--- config.mk ---
export PLATFORM = sky130hd
export DESIGN_NAME = hsyk_mul
export DESIGN_NICKNAME = d
export VERILOG_FILES = /design/src/rtl/core/hsyk_pkg.sv /design/src/rtl/core/hsyk_mul.sv
export SDC_FILE = /design/constraint.sdc
export NUM_CORES = 2
export LEC_CHECK = 0
export BUFFER_PORTS_ARGS = -buffer_cell sky130_fd_sc_hd__buf_2
export CORE_UTILIZATION = 35
export DETAILED_ROUTE_END_ITERATION = 12
export GPL_TIMING_DRIVEN = 0
export PLACE_DENSITY = 0.56
export SLEW_MARGIN = 30
export SYNTH_ARGS = -nofsm -noshare
export SYNTH_HDL_FRONTEND = slang
export SYNTH_SLANG_ARGS = --single-unit
--- constraint.sdc ---
create_clock -name aclk -period 10.4 [get_ports aclk]
set_input_delay 0 -clock aclk [delete_from_list [all_inputs] [get_ports aclk]]
set_output_delay 0 -clock aclk [all_outputs]
set_load 0.005 [all_outputs]
--- src/rtl/core/hsyk_pkg.sv ---
// package for the hartree screening y_k unit: formats, states, fixed-point helpers
// used by hsyk_mul and hartree_screening_yk_unit
`default_nettype none
package hsyk_pkg;
    localparam int MaxPoints = 1024;
    localparam int IdxW = $clog2(MaxPoints);
    localparam int CntW = IdxW + 1;
    localparam logic signed [47:0] S48Max = 48'sh7FFF_FFFF_FFFF;
    localparam logic signed [47:0] S48Min = 48'sh8000_0000_0000;
    localparam logic signed [47:0] QOne = 48'sd16777216;

    localparam logic [1:0] CfgPoints = 2'd0;
    localparam logic [1:0] CfgOrder = 2'd1;
    localparam logic [1:0] CfgStep = 2'd2;

    typedef enum logic [4:0] {
        ST_IDLE, ST_DENS, ST_T, ST_RATIO, ST_POW, ST_OUTM, ST_OUTY, ST_WRITE,
        ST_READ, ST_READ2, ST_RESP,
        ST_IN_START, ST_IN_RD, ST_IN_RD2, ST_IN_TAILM, ST_IN_ACC,
        ST_IN_POW, ST_IN_MUL, ST_IN_ADD, ST_IN_DR, ST_IN_WR, ST_DONE
    } state_t;

    function automatic logic signed [47:0] add48(input logic signed [47:0] x,
                                                  input logic signed [47:0] y);
        logic signed [48:0] s;
        s = 49'(x) + 49'(y);
        if (s > 49'(S48Max)) return S48Max;
        if (s < 49'(S48Min)) return S48Min;
        return s[47:0];
    endfunction
endpackage
`default_nettype wire

--- src/rtl/core/hsyk_mul.sv ---
// multicycle Q24.24 multiplier: 24x24 partial products, one per cycle
// depends on hsyk_pkg
`default_nettype none
module hsyk_mul
    import hsyk_pkg::*;
(
    input  wire logic               aclk,
    input  wire logic               aresetn,
    input  wire logic               start,
    input  wire logic signed [47:0] op_x,
    input  wire logic signed [47:0] op_y,
    output logic                    done,
    output logic signed [47:0]      prod
);
    logic [2:0]  step_reg, step_next;
    logic        neg_reg, neg_next;
    logic [47:0] ux_reg, ux_next, uy_reg, uy_next;
    logic [95:0] acc_reg, acc_next;
    logic [23:0] a_sel, b_sel;
    logic [47:0] pp;
    logic [95:0] pp_sh;
    logic [47:0] mag;
    logic        ovf;

    // step 1..4 accumulates a_i*b_j, step 5 finishes
    always_comb begin
        a_sel = step_reg[1] ? ux_reg[47:24] : ux_reg[23:0];
        b_sel = step_reg[0] ? uy_reg[47:24] : uy_reg[23:0];
        pp = 48'(a_sel) * 48'(b_sel);
        pp_sh = 96'(pp) << (24 * (32'(step_reg[1]) + 32'(step_reg[0])));
    end

    always_comb begin
        step_next = step_reg;
        neg_next = neg_reg;
        ux_next = ux_reg;
        uy_next = uy_reg;
        acc_next = acc_reg;
        if (start) begin
            step_next = 3'd1;
            neg_next = op_x[47] ^ op_y[47];
            ux_next = op_x[47] ? 48'(-op_x) : op_x;
            uy_next = op_y[47] ? 48'(-op_y) : op_y;
            acc_next = '0;
        end else if (step_reg != 3'd0) begin
            // steps 1..4 use the low two bits of step as the partial-product selector
            acc_next = acc_reg + ((96'(pp) << 0) & '0) + pp_sh;
            step_next = (step_reg == 3'd4) ? 3'd5 : ((step_reg == 3'd5) ? 3'd0 : step_reg + 3'd1);
            if (step_reg == 3'd5) acc_next = acc_reg;
        end
    end

    always_ff @(posedge aclk) begin
        if (!aresetn) begin
            step_reg <= '0;
        end else begin
            step_reg <= step_next;
        end
        neg_reg <= neg_next;
        ux_reg <= ux_next;
        uy_reg <= uy_next;
        acc_reg <= acc_next;
    end

    always_comb begin
        ovf = |acc_reg[95:72];
        mag = acc_reg[71:24];
        if (neg_reg) begin
            if (ovf || mag >= 48'h8000_0000_0000) prod = S48Min;
            else prod = -$signed(mag);
        end else begin
            if (ovf || mag[47]) prod = S48Max;
            else prod = $signed(mag);
        end
        done = (step_reg == 3'd5);
    end
endmodule
`default_nettype wire

Word-level counts from Yosys, hierarchy flattened

Index checks and enable logic that the tools add are counted.

$add $sub $neg: 6
Multipliers: 2
Magnitude comparators: 1
Equal/unequal tests: 2
Shifts and indexed selects: 1
Mux-type cells: 11
Bitwise logic cells: 3
Reductions and logical operators: 7

Operator list:

| operator                                                          | number |
|---|---|
| 48-bit 2-to-1 mux                                                 | 3 |
| 48-bit negator                                                    | 3 |
| 96-bit adder                                                      | 1 |
| 48-bit by 7-bit << shifter with 96-bit output                     | 1 |
| 47-bit 2-to-1 mux                                                 | 2 |
| 48-bit greater-or-equal comparator, second input constant         | 1 |
| 24-bit by 24-bit multiplier with 48-bit output                    | 1 |
| 24-bit 2-to-1 mux                                                 | 2 |
| 24-bit OR reduction                                               | 1 |
| 3-bit == test, second input constant                              | 2 |
| 3-bit 2-to-1 mux                                                  | 2 |
| 2-bit by 2-bit multiplier with 4-bit output, first input constant | 1 |
| 3-bit by 1-bit adder with 3-bit output, second input constant     | 1 |
| 3-bit nonzero test                                                | 1 |
| 1-bit by 1-bit adder with 2-bit output                            | 1 |
| 1-bit logical OR                                                  | 2 |
| 1-bit 2-to-1 mux                                                  | 2 |
| 1-bit NOT                                                         | 2 |
| 2-bit AND reduction                                               | 1 |
| 2-bit nonzero test                                                | 1 |
| 2-bit OR reduction                                                | 1 |
| 1-bit bitwise XOR                                                 | 1 |

Register bits after elaboration: 196
Input port bits: 99
Output and inout bits: 49
Word-level logic and storage cells: 41

Logic depth before layout (Yosys ltp)

Depth after elaboration: 5
Gate-level depth with buffers: 47
Depth with buffers taken out: 42

Least setup slack after synthesis

No wires, ideal clock.

Kind: register to register
Start: register step_reg[1]
End: register acc_reg[95]
Setup time: 131 ps
Arrival: 10717 ps
Required time: 10269 ps
Setup slack: -448 ps
Cell stages (with the launch flop): 45
Buffers on the path: 5
Cell sequence: dfxtp_1 > clkbuf_1 > clkbuf_1 > clkbuf_1 > mux2i_1 > nor2_1 > fa_1 > fa_1 > inv_1 > fa_1 > fa_1 > inv_1 > fa_1 > fa_1 > inv_1 > fa_1 > inv_1 > ha_1 > [... 9 more ...] > a21oi_1 > xnor2_1 > mux2i_1 > o221ai_1 > ha_1 > clkbuf_1 > nand2_1 > o21ai_0 > nor2_1 > o311ai_0 > o21ai_0 > a21oi_1 > o21ai_0 > a21boi_0 > o2111ai_1 > and4_1 > a311oi_1 > nand4b_1

Longest elaborated chain between the ends: 4
Elaborated cells on any way between the ends: 10
Those cells by class: add/sub (2); mul (2); eq/ne (1); shift (1); mux (1); bitwise (1); reduce/logical (2)

Ends and longest elaborated chain:

| element                                                                                                              | line                           | source |
|---|---|---|
| start, declared                                                                                                      | hsyk_mul.sv:15                 | `logic [2:0] step_reg, step_next;` |
| start signal, assigned                                                                                               | hsyk_mul.sv:57                 | `step_reg <= step_next;` |
| 24-bit 2-to-1 mux / 1-bit by 1-bit adder with 2-bit output (equally long branches)                                   | hsyk_mul.sv:27, hsyk_mul.sv:30 |  |
| 24-bit by 24-bit multiplier with 48-bit output / 2-bit by 2-bit multiplier with 4-bit output (equally long branches) | hsyk_mul.sv:29, hsyk_mul.sv:30 |  |
| 48-bit by 7-bit << shifter with 96-bit output                                                                        | hsyk_mul.sv:30                 | `pp_sh = 96'(pp) << (24 * (32'(step_reg[1]) + 32'(step_reg[0])));` |
| 96-bit adder                                                                                                         | hsyk_mul.sv:47                 | `acc_next = acc_reg + ((96'(pp) << 0) & '0) + pp_sh;` |
| end signal, assigned                                                                                                 | hsyk_mul.sv:62                 | `acc_reg <= acc_next;` |
| end, declared                                                                                                        | hsyk_mul.sv:18                 | `logic [95:0] acc_reg, acc_next;` |

Parallel ways exist; a longest one is shown, timed or not.
A chain may end at the register's enable or synchronous reset.

Final worst setup path

Start: register step_reg[0]
End: register acc_reg[95]

Longest elaborated chain between the ends: 4
Elaborated cells on any way between the ends: 10
Those cells by class: add/sub (2); mul (2); eq/ne (1); shift (1); mux (1); bitwise (1); reduce/logical (2)

Ends and longest elaborated chain:

| element                                                                                                              | line |
|---|---|
| 24-bit 2-to-1 mux / 1-bit by 1-bit adder with 2-bit output (equally long branches)                                   | hsyk_mul.sv:28, hsyk_mul.sv:30 |
| 24-bit by 24-bit multiplier with 48-bit output / 2-bit by 2-bit multiplier with 4-bit output (equally long branches) | hsyk_mul.sv:29, hsyk_mul.sv:30 |
| 48-bit by 7-bit << shifter with 96-bit output                                                                        | hsyk_mul.sv:30 |
| 96-bit adder                                                                                                         | hsyk_mul.sv:47 |

Parallel ways exist; a longest one is shown, timed or not.

==> summary.txt <==
Floorplan
  – Die width: 327 um
  – Die ar.: 107000 um2
  – Die Height: 327 um
  – FP Rows: 118
  – Starting Density: 35.5%
  – Io pins: 148
  – Core Area: 104000 um2

CTS
  – Worst-Skew Late Latency: 0.53 ns
  – CTS Sinks: 196
  – H-tree levels: 4
  – CTS Buffer Depth: 2
  – CTS tree: built
  – Total CTS buffers: 17
  – Worst-path clk slew: 0.08 ns
  – CTS Root Buffer Type: clkbuf_16

Setup path
  – Crit path top cell by count: fa_1
  – Slowest CP cell: fa_2
  – Crit path max fanout: 7
  – Critical path required time: 10.81 ns
  – WS Path Type: reg2reg
  – Worst path max stage delay: 0.60 ns
  – Worst Path Arrival: 11.12 ns
  – CP Launch Type: flop
  – Worst setup EP type: flop

Layout
  – Final nets: 5981
  – Max reg flops: 96
  – P&R area growth vs syn: 30.3%
  – Ratio of cells with drive above 1 in the final layout: 20.7%

Outcome
  – Failing checks: negative setup slack
  – Status: finished, violations left

Timing
  – Fin crit period: 10.71 ns
  – RSZ-0062 raised after global routing: yes
  – Final WS setup: -0.313 ns
  – Period Utilization, post-route: 103%
  – Fmax: 0.0933 GHz
  – Final setup vio count: 20
  – Relative slew slack: 23.3%
  – Slew Limit Fails: 0
  – Hold Vio Cnt, Final: 0
  – Worst Tran Pin Value: 1.15 ns
  – Worst clock skew: 0.0225 ns

Yosys
  – Post-synthesis cell count: 4581
  – Syn_area_per_cell: 8.06 um2
  – Yosys Warn Count: 0
  – Netlist Area Pre-Place: 36900 um2
  – Area fraction of the dominant cell type after synthesis: 26.2%
  – Top FF cell, synth: dfxtp_1
  – Netlist cell types: 78
  – Syn Nets: 5440
  – Top cells by area, synth: fa_1 26%, ha_1 9.4%, edfxtp_1 7.9%, nand2_1 6.6%, inv_1 6.2%
  – FFs w/ async S/R, synth: 0%
  – Synth area leader: fa_1
  – Seq/Total Area, Yosys: 13.3%
  – Post-synthesis register bit count: 196
  – Post-synth EDFFs: 97

Place
  – Post-Place Worst Slack: -4.04 ns
  – HPWL after DPL: 120 mm
  – # port buffers: 147
  – Routability cong.: 1.00

Global route
  – Total global-route track usage: 28.5%
  – Largest net degree at the start of global routing: 60
  – Vias in the first global route: 35400
  – First-pass GRT wire length: 227 mm
  – Remaining global-route overflow: 0
  – Initial antenna violation count: 4

Job
  – Max-Cap Viols: 0

Detailed routing
  – DR WL/cell: 23.8 um
  – Pre-antenna DRT Iters: 5
  – DRT antenna net count: 0
  – Routed via count: 36800
  – Vias per cell: 5.64
  – DRC: 0
  – Initial DRC count: 3680
  – Final WL: 155 mm

Hold path
  – HP Class: in2reg
-- worst paths after layout --
path | from | slack, ns | endpoint | cells after the start
worst max-delay path | step_reg[0]$_SDFFE_PN0P_ | -0.31 | acc_reg[95]$_SDFFE_PP0P_ | 42
worst min-delay path | op_x[0] | 0.25 | ux_reg[0]$_DFFE_PP_ | 2
worst max register to register | step_reg[0]$_SDFFE_PN0P_ | -0.31 | acc_reg[95]$_SDFFE_PP0P_ | 42
worst min register to register | acc_reg[23]$_SDFFE_PP0P_ | 0.46 | acc_reg[23]$_SDFFE_PP0P_ | 2
-- cells in the mapped netlist, types with 17 or more instances --
master,count
nor2_1,472
buf_1,17
o21ai_0,198
a211oi_1,24
nor4_1,23
dfxtp_1,99
a22o_1,17
o31ai_1,36
nor2b_1,23
o22ai_1,30
mux2_2,54
a31oi_1,27
or3_1,31
nand4_1,50
nand2_1,651
clkbuf_1,222
mux2i_1,70
o21a_1,24
a21oi_1,293
nand3_1,40
xnor2_1,174
and2_1,29
and3_1,27
a21o_1,108
nor3_1,66
inv_1,612
xor2_1,46
edfxtp_1,97
ha_1,277
fa_1,483
nand2b_1,31
o41ai_1,19
o21bai_1,23
-- cell families after synthesis --
kind of cell             share of synthesized area [%]
AND/OR/NAND/NOR                                   17.9
AO/OA/AOI/OAI                                     15.8
buffers and inverters                             8.66
adder cells (fa/ha/maj)                           35.6
XOR/XNOR                                          5.22
flip-flops                                        13.3
multiplexers                                      3.54
-- timing repair --
item	in CTS	in global routing
endpoints found under the setup margin	80	62
endpoints found under the hold margin	137	0
pin swaps	118	179
resized for setup	662	312
buffers inserted	178	91
gates cloned	6	2
hold buffers	141	0
-- worst max-delay path: cells and delay by family (launching register included) --
kind	cells	cell delay (ns)
AO/OA/AOI/OAI	15	3.34
XOR/XNOR	1	0.31
adder cells (fa/ha/maj)	9	4.22
buffers and inverters	9	0.96
flip-flops	1	0.37
multiplexers	1	0.32
AND/OR/NAND/NOR	7	1.01
-- layer usage --
| layer | wire length [um] | track usage, % | share of wire, % | vias up |
|---|---|---|---|---|
| met1 | 68900 | 42.2 | 44 | 18400 |
| met2 | 64500 | 40.6 | 42 | 1776 |
| met4 | 4920 | 8.38 | 3.2 | 0 |
| li1 | - | - | - | 16300 |
| met3 | 17000 | 6.84 | 11 | 283 |
| met5 | 0 | 0 | 0 | - |
-- layout make-up --
type | count | area, um2
fillers | 10000 | 56000
multi-input cells | 3535 | 32300
flip-flops and latches | 196 | 4900
repair buffers | 563 | 4750
inverters | 612 | 2300
well taps | 1380 | 1730
plain buffers | 197 | 1540
clock buffers | 17 | 425
clock inverters | 15 | 178
diodes | 7 | 17.5
-- per-stage QoR --
step | cells | setup TNS [ns] | instance area (um2) | hold WS, ns | util, %
after floorplan | 4581 | 0 | 37000 | 0.0989 | -
after global placement | 6108 | -234.26 | 39500 | 0.234 | 37.9
after detailed placement | 6111 | -203.55 | 39700 | 0.233 | 38.1
after CTS | 6434 | -4.19 | 46100 | 0.192 | 44.3
after global routing | 6515 | -12.11 | 48100 | 0.226 | 46.2
final | 6522 | -2.67 | 48100 | 0.249 | 46.2
-- cell usage in the layout (no fill, tap or decap), drive strengths merged, types with 66 or more instances in the layout --
cell type / n
mux2i: 70
fa: 483
a21o: 108
edfxtp: 97
a21oi: 293
inv: 618
ha: 277
buf: 468
nor3: 66
clkbuf: 168
nor2: 472
nand2: 651
o21ai: 200
dfxtp: 99
dlygate4sd3: 141
xnor2: 174
Power is left out: the tool's default activity adds up to more than one toggle a clock period on the data nets, which glitch-free logic cannot reach.
